**config.mk**
```make
export PLATFORM = sky130hd
export DESIGN_NAME = murmur3_32_hash
export DESIGN_NICKNAME = d
export VERILOG_FILES = /design/src/rtl/core/mm3_pkg.sv /design/src/rtl/core/mm3_datapath.sv /design/src/rtl/core/mm3_ctrl.sv /design/src/rtl/core/murmur3_32_hash.sv
export VERILOG_INCLUDE_DIRS = /design/src /design/src/rtl/core
export SDC_FILE = /design/constraint.sdc
export NUM_CORES = 1
export LEC_CHECK = 0
export BUFFER_PORTS_ARGS = -buffer_cell sky130_fd_sc_hd__buf_2
export CAP_MARGIN = 20
export CORE_ASPECT_RATIO = 1.1
export CORE_MARGIN = 5
export CORE_UTILIZATION = 55
export CTS_BUF_LIST = sky130_fd_sc_hd__clkbuf_16
export DETAILED_ROUTE_END_ITERATION = 6
export GPL_ROUTABILITY_DRIVEN = 0
export PLACE_DENSITY_LB_ADDON = 0.1
export SKIP_CTS_REPAIR_TIMING = 1
export SYNTH_ARGS = -nofsm -noshare
export SYNTH_HDL_FRONTEND = slang
export SYNTH_SLANG_ARGS = --single-unit
export TNS_END_PERCENT = 5
```
**constraint.sdc**
```tcl
create_clock -name clk -period 27.4 [get_ports clk]
set_input_delay 1.37 -clock clk [delete_from_list [all_inputs] [get_ports clk]]
set_output_delay 1.37 -clock clk [all_outputs]
set_load 0.1 [all_outputs]
```
**src/rtl/core/assert_macros.svh**
```systemverilog
// Assertion macros shared by the hash engine modules.
`ifndef ASSERT_MACROS_SVH
`define ASSERT_MACROS_SVH
`ifndef ASSERT_OFF
// Same-cycle implication, disabled while reset is asserted.
`define ASSERT_IMPLIES(label, clk, rst_n, ante, cons) \
    label: assert property (@(posedge clk) disable iff (!rst_n) (ante) |-> (cons)) \
        else $error("implication check failed");
// Next-cycle implication, disabled while reset is asserted.
`define ASSERT_NEXT(label, clk, rst_n, ante, cons) \
    label: assert property (@(posedge clk) disable iff (!rst_n) (ante) |=> (cons)) \
        else $error("next-cycle check failed");
`else
`define ASSERT_IMPLIES(label, clk, rst_n, ante, cons)
`define ASSERT_NEXT(label, clk, rst_n, ante, cons)
`endif
`endif

```
**src/rtl/core/mm3_pkg.sv**
```systemverilog
// Types, constants and helper functions for the MurmurHash3 engine.
`default_nettype none
package mm3_pkg;

    localparam logic [31:0] C1      = 32'hcc9e2d51;
    localparam logic [31:0] C2      = 32'h1b873593;
    localparam logic [31:0] ADD_C   = 32'he6546b64;
    localparam logic [31:0] F1      = 32'h85ebca6b;
    localparam logic [31:0] F2      = 32'hc2b2ae35;
    localparam logic [2:0]  FULL_VB = 3'd4;

    typedef enum logic [2:0] {
        ST_IDLE,
        ST_SCRAMBLE,
        ST_FOLD,
        ST_FMIX1,
        ST_FMIX2,
        ST_FINISH
    } state_t;

    typedef enum logic [2:0] {
        OP_NONE,
        OP_LOAD,
        OP_SCRAMBLE,
        OP_FOLD,
        OP_FMIX1,
        OP_FMIX2,
        OP_FINISH
    } dp_op_t;

    typedef struct packed {
        dp_op_t op;
    } cmd_t;

    typedef struct packed {
        logic last;
        logic out_busy;
    } status_t;

    function automatic logic [31:0] rotl15(input logic [31:0] x);
        return {x[16:0], x[31:17]};
    endfunction

    function automatic logic [31:0] rotl13(input logic [31:0] x);
        return {x[18:0], x[31:19]};
    endfunction

endpackage
`default_nettype wire

```
**src/rtl/core/mm3_datapath.sv**
```systemverilog
// Datapath of the hash engine: hash, key and length registers and one shared multiplier.
`default_nettype none
`include "assert_macros.svh"
module mm3_datapath (
    input  wire logic          clk,
    input  wire logic          rst_n,
    input  wire mm3_pkg::cmd_t cmd,
    output mm3_pkg::status_t   status,
    input  wire logic          cfg_valid,
    input  wire logic [31:0]   seed_value,
    input  wire logic [31:0]   data_word,
    input  wire logic [2:0]    valid_bytes,
    input  wire logic          last_word,
    output logic               out_valid,
    input  wire logic          out_ready,
    output logic [31:0]        hash_value
);
    import mm3_pkg::*;

    logic [31:0] seed_reg;
    logic [31:0] h_reg, h_next;
    logic [31:0] k_reg, k_next;
    logic [31:0] len_reg, len_next;
    logic [2:0]  vb_reg, vb_next;
    logic        last_reg, last_next;
    logic        in_msg_reg, in_msg_next;
    logic [31:0] hash_reg, hash_next;
    logic        out_valid_reg, out_valid_next;

    logic [2:0]  vb_sat;
    logic [31:0] word_masked;
    logic [31:0] mul_a, mul_b, product;
    logic [31:0] mix_t, fold_r;

    // Words before the last always count as four bytes.
    always_comb
    begin
        if (!last_word || valid_bytes > FULL_VB)
            vb_sat = FULL_VB;
        else
            vb_sat = valid_bytes;
        case (vb_sat)
            3'd0:    word_masked = 32'h0;
            3'd1:    word_masked = {24'h0, data_word[7:0]};
            3'd2:    word_masked = {16'h0, data_word[15:0]};
            3'd3:    word_masked = {8'h0, data_word[23:0]};
            default: word_masked = data_word;
        endcase
    end

    assign mix_t  = h_reg ^ len_reg;
    assign fold_r = rotl13(h_reg ^ k_reg);

    always_comb
    begin
        case (cmd.op)
            OP_LOAD:
            begin
                mul_a = word_masked;
                mul_b = C1;
            end
            OP_SCRAMBLE:
            begin
                mul_a = rotl15(k_reg);
                mul_b = C2;
            end
            OP_FMIX1:
            begin
                mul_a = mix_t ^ {16'h0, mix_t[31:16]};
                mul_b = F1;
            end
            OP_FMIX2:
            begin
                mul_a = h_reg ^ {13'h0, h_reg[31:13]};
                mul_b = F2;
            end
            default:
            begin
                mul_a = 32'h0;
                mul_b = 32'h0;
            end
        endcase
    end

    assign product = mul_a * mul_b;

    always_comb
    begin
        h_next         = h_reg;
        k_next         = k_reg;
        len_next       = len_reg;
        vb_next        = vb_reg;
        last_next      = last_reg;
        in_msg_next    = in_msg_reg;
        hash_next      = hash_reg;
        out_valid_next = out_valid_reg && !out_ready;
        case (cmd.op)
            OP_LOAD:
            begin
                k_next      = product;
                vb_next     = vb_sat;
                last_next   = last_word;
                in_msg_next = 1'b1;
                if (!in_msg_reg)
                begin
                    h_next   = seed_reg;
                    len_next = 32'h0;
                end
            end
            OP_SCRAMBLE:
                k_next = product;
            OP_FOLD:
            begin
                if (vb_reg == FULL_VB)
                    h_next = {fold_r[29:0], 2'b00} + fold_r + ADD_C;
                else if (vb_reg != 3'd0)
                    h_next = h_reg ^ k_reg;
                len_next = len_reg + {29'h0, vb_reg};
            end
            OP_FMIX1, OP_FMIX2:
                h_next = product;
            OP_FINISH:
            begin
                hash_next      = h_reg ^ {16'h0, h_reg[31:16]};
                out_valid_next = 1'b1;
                in_msg_next    = 1'b0;
            end
            default:
            begin
            end
        endcase
    end

    always_ff @(posedge clk or negedge rst_n)
    begin
        if (!rst_n)
        begin
            seed_reg      <= 32'h0;
            in_msg_reg    <= 1'b0;
            out_valid_reg <= 1'b0;
            last_reg      <= 1'b0;
        end
        else
        begin
            if (cfg_valid)
                seed_reg <= seed_value;
            in_msg_reg    <= in_msg_next;
            out_valid_reg <= out_valid_next;
            last_reg      <= last_next;
        end
    end

    always_ff @(posedge clk)
    begin
        h_reg    <= h_next;
        k_reg    <= k_next;
        len_reg  <= len_next;
        vb_reg   <= vb_next;
        hash_reg <= hash_next;
    end

    assign status.last     = last_reg;
    assign status.out_busy = out_valid_reg && !out_ready;
    assign out_valid       = out_valid_reg;
    assign hash_value      = hash_reg;

    `ASSERT_IMPLIES(a_no_overwrite, clk, rst_n, cmd.op == OP_FINISH, !out_valid_reg || out_ready)
    `ASSERT_NEXT(a_load_opens, clk, rst_n, cmd.op == OP_LOAD, in_msg_reg && vb_reg <= FULL_VB)
    `ASSERT_NEXT(a_finish_closes, clk, rst_n, cmd.op == OP_FINISH, out_valid_reg && !in_msg_reg)

endmodule
`default_nettype wire

```
**src/rtl/core/mm3_ctrl.sv**
```systemverilog
// Sequencer of the hash engine: scrambles and folds each item, finalises the last.
`default_nettype none
`include "assert_macros.svh"
module mm3_ctrl (
    input  wire logic             clk,
    input  wire logic             rst_n,
    input  wire logic             in_valid,
    output logic                  in_ready,
    input  wire mm3_pkg::status_t status,
    output mm3_pkg::cmd_t         cmd
);
    import mm3_pkg::*;

    state_t state_reg, state_next;

    always_comb
    begin
        state_next = state_reg;
        case (state_reg)
            ST_IDLE:
                if (in_valid)
                    state_next = ST_SCRAMBLE;
            ST_SCRAMBLE:
                state_next = ST_FOLD;
            ST_FOLD:
                state_next = status.last ? ST_FMIX1 : ST_IDLE;
            ST_FMIX1:
                state_next = ST_FMIX2;
            ST_FMIX2:
                state_next = ST_FINISH;
            ST_FINISH:
                if (!status.out_busy)
                    state_next = ST_IDLE;
            default:
                state_next = ST_IDLE;
        endcase
    end

    always_comb
    begin
        in_ready = 1'b0;
        cmd.op   = OP_NONE;
        case (state_reg)
            ST_IDLE:
            begin
                in_ready = 1'b1;
                if (in_valid)
                    cmd.op = OP_LOAD;
            end
            ST_SCRAMBLE:
                cmd.op = OP_SCRAMBLE;
            ST_FOLD:
                cmd.op = OP_FOLD;
            ST_FMIX1:
                cmd.op = OP_FMIX1;
            ST_FMIX2:
                cmd.op = OP_FMIX2;
            ST_FINISH:
                // The result register must be free before a new hash is written.
                if (!status.out_busy)
                    cmd.op = OP_FINISH;
            default:
                cmd.op = OP_NONE;
        endcase
    end

    always_ff @(posedge clk or negedge rst_n)
    begin
        if (!rst_n)
            state_reg <= ST_IDLE;
        else
            state_reg <= state_next;
    end

    `ASSERT_NEXT(a_accept_scrambles, clk, rst_n, in_valid && in_ready, state_reg == ST_SCRAMBLE)
    `ASSERT_NEXT(a_word_returns, clk, rst_n, state_reg == ST_FOLD && !status.last, state_reg == ST_IDLE)
    `ASSERT_IMPLIES(a_ready_idle, clk, rst_n, in_ready, cmd.op == OP_LOAD || !in_valid)

endmodule
`default_nettype wire

```
**src/rtl/core/murmur3_32_hash.sv**
```systemverilog
// MurmurHash3 x86_32 engine: top level joining the sequencer and the datapath.
//
// Input channel (in_valid/in_ready): one item carries data_word (little-endian
// message bytes), valid_bytes and last_word. Every item before the last counts
// as four bytes; on the last item valid_bytes (0 to 4, larger values taken as 4)
// gives the bytes that count.
// Output channel (out_valid/out_ready): one hash_value per message, held in an
// output register until taken.
// Configuration channel (cfg_valid/cfg_ready): writes the seed, always ready;
// the seed is sampled at the first item of each message.
// Each item is accepted with the first multiply, then takes the second multiply
// and the fold, and no new item is taken before the fold; a last item then takes
// the two finaliser multiplies and a finish step that loads the output register.
// One shared 32-bit multiplier serves twice per word and twice in the finaliser.
// If the receiver stalls, the engine keeps accepting items until a second hash
// is ready, then waits in its final step until the first one is taken.
// Reset clears the seed to zero and abandons any partly hashed message.
`default_nettype none
module murmur3_32_hash (
    input  wire logic        clk,
    input  wire logic        rst_n,
    input  wire logic        cfg_valid,
    output logic             cfg_ready,
    input  wire logic [31:0] seed_value,
    input  wire logic        in_valid,
    output logic             in_ready,
    input  wire logic [31:0] data_word,
    input  wire logic [2:0]  valid_bytes,
    input  wire logic        last_word,
    output logic             out_valid,
    input  wire logic        out_ready,
    output logic [31:0]      hash_value
);
    import mm3_pkg::*;

    cmd_t    cmd;
    status_t status;

    assign cfg_ready = 1'b1;

    mm3_ctrl u_ctrl (
        .clk      (clk),
        .rst_n    (rst_n),
        .in_valid (in_valid),
        .in_ready (in_ready),
        .status   (status),
        .cmd      (cmd)
    );

    mm3_datapath u_datapath (
        .clk         (clk),
        .rst_n       (rst_n),
        .cmd         (cmd),
        .status      (status),
        .cfg_valid   (cfg_valid),
        .seed_value  (seed_value),
        .data_word   (data_word),
        .valid_bytes (valid_bytes),
        .last_word   (last_word),
        .out_valid   (out_valid),
        .out_ready   (out_ready),
        .hash_value  (hash_value)
    );

endmodule
`default_nettype wire

```
==> impl_results.md <==
- Clock latency at the later pin of the worst-skew pair: 0.46 ns
- Syn Nets: 3383
- Reg clk slew, reported paths: 0.08 ns
- Headroom to the max-slew limit: 19.52%
- Critical path fanouts, max: 46
- Die height: 237.0 um
- Largest net degree at the start of global routing: 53
- Root buffer cell: clkbuf_16
- Top-area cell type share of the netlist area: 31.54%
- DIE AREA: 51280 um2
- Area leader, netlist: fa_1
- Port Buffers: 106
- Final Slew Violations: 0
- Fin. Hold Viols: 0
- Violated checks: DRC
- Clock Sinks: 169
- CTS tree: yes
- CP dominant cell by count: fa_1
- H-tree level count: 4
- Crit path capture type: register
- Kind of critical path: reg2reg
- Share of async-settable or async-resettable flops after synthesis: 22.49%
- Area growth from synthesis to layout: 6.638%
- Vias: 20.42k
- CP Launch Type: register
- Most used DFF post-synth: edfxtp_1
- Setup tns final: 0 ns
- Vias per cell: 6.029
- Die width: 216.4 um
- Initial cell density of the core: 55.38%
- Remaining global-route overflow: 0
- Min-delay worst type: reg2reg
- Post-synth EDFFs: 131
- Netlist cell types: 83
- Post-synth design cell area: 25770 um2
- Antenna-violating nets left: 0
- Yosys Warn Count: 0
- Worst path arrival time: 11.20 ns
- Remaining DRCs: 1
- CTS buffer count: 17
- Drt total wl: 92.14 mm
- Register area share after synthesis: 18.96%
- Synthesized flop and latch total: 169
- Worst-Margin Slew: 1.203 ns
- Initial DRC Count: 2475
- DR WL/cell: 27.20 um
- Share of cells above drive strength 1: 7.847%
- Iteration count of the initial detailed-routing pass: 7
- Syn Inst Count: 2720
- HPWL after DPL: 77.88 mm
- Most frequent cells in the layout: inv_1 (676), fa_1 (406), nand2_1 (209), ha_1 (184), nor2_1 (173)
- Gr usage total: 35.91%
- Fillers: 4099
- Commonest non-fill, non-tap cell in the layout: inv_1
- Row cnt: 83
- Crit-path slowest cell: dfrtp_2
- Core ar.: 46520 um2
- Required @ worst endpoint: 27.61 ns
- Crit path time final: 10.99 ns
- Status: finished with violations
- Unrepaired setup endpoints after global routing: false
- Clock Tree Buf Depth: 2
- Delay of the slowest critical-path stage: 1.07 ns
- Ports: 108
- Vias in the first global route: 21.36k
- Clk_skew: 0.01218 ns
- Fmax: 91.01 MHz
- Largest cells by area after synthesis: fa_1 (32%), edfxtp_1 (15%), inv_1 (9.8%)
- Fin nets: 3441
- Wire length of the first global-routing pass: 134.6 mm
- Antenna violations before repair: 1
- Crit share post-route: 40.10%
- Total of max-cap violations: 0
- Syn Area/Cell: 9.473 um2
- Setup violators final: 0
==> routing by layer <==
layer	GRT usage (%)	wire length [um]	up-vias
li1	-	-	8638
met1	44.29	32810	10040
met5	0	0	-
met2	56.21	41090	1357
met4	24.52	8425	0
met3	8.541	9805	384
==> layout make-up <==
cell class	instances	area, um2	area share, %
Antenna cell	1	2.502	0.009107
Clock buffer	17	425.4	1.548
Clock inverter	15	157.7	0.5738
Inverter	678	2545	9.262
Multi-Input combinational cell	1781	18000	65.51
Sequential cell	169	4887	17.79
Tap cell	595	744.5	2.709
Timing Repair Buffer	131	713.2	2.596
==> per-stage QoR <==
step                cell area, um2  utilization (%)  worst slack, ns  cells  hold WS, ns
floorplan                    25770                -            16.88   2720       0.4206
global placement             26880            57.78            16.64   3352       0.4594
detailed placement           26880            57.78            16.45   3352       0.4704
CTS                          27460            59.03            16.74   3384       0.4885
global route                 27470            59.05            16.15   3386       0.5255
finish                       27480            59.06            16.41   3387       0.4888
==> path summary, 6_finish.rpt <==
| check | slack, ns | start | cells past startpoint | end |
|---|---|---|---|---|
| setup / recovery | 16.41 | u_ctrl.state_reg[1] | 31 | u_datapath.h_reg[31] |
| hold / removal | 0.49 | u_datapath.last_reg | 2 | u_datapath.last_reg |
| setup reg to reg | 16.41 | u_ctrl.state_reg[1] | 31 | u_datapath.h_reg[31] |
| hold reg to reg | 0.49 | u_datapath.last_reg | 2 | u_datapath.last_reg |
| max in group asynchronous | 25.67 | rst_n | 1 | u_ctrl.state_reg[1] |
| min in group asynchronous | 1.07 | rst_n | 1 | u_datapath.seed_reg[16] |
==> kinds of logic (layout without fill, tap and decap cells) <==
logic type / count (synthesis) / in the layout / synth area share [%]
adders and majority gates: 590 / 590 / 40.48
and+or+nand+nor: 555 / 555 / 9.785
other: 1 / 2 / 0.01455
DFF: 169 / 169 / 18.96
muxes: 35 / 35 / 1.510
AOI/OAI and AO/OA: 375 / 375 / 9.591
buffers and inverters: 770 / 841 / 11.31
xor gates and xnor gates: 225 / 225 / 8.352
==> synth_stat cells (all sizes together) (6+ instances only) <==
cell / n
xnor2: 121
buf: 24
a21oi: 95
or3: 11
o21a: 20
o221ai: 11
o211ai: 7
and3: 11
o21ai: 77
o22ai: 26
and2: 26
a221o: 7
a211oi: 12
xor2: 91
xnor3: 11
nor2b: 16
a21boi: 7
dfrtp: 38
fa: 406
a221oi: 12
edfxtp: 131
mux2: 31
nand2: 209
inv: 678
nand4: 7
nor2: 174
clkbuf: 68
a21o: 34
o31ai: 6
nand2b: 22
ha: 184
nor3: 22
nand3: 24
or2: 6
o21bai: 8
==> worst max-delay path: cells and delay by family, from the launching register on <==
family	cells	cell delay (ns)
AND/OR/NAND/NOR	3	1.67
adder cells (fa/ha/maj)	9	4.53
buffers and inverters	7	0.65
flip-flops	1	1.07
AO/OA/AOI/OAI	11	2.48
XOR/XNOR	1	0.31
Power is not shown: default switching activity piles up to over one toggle a cycle in this logic, so the estimate is an artifact.
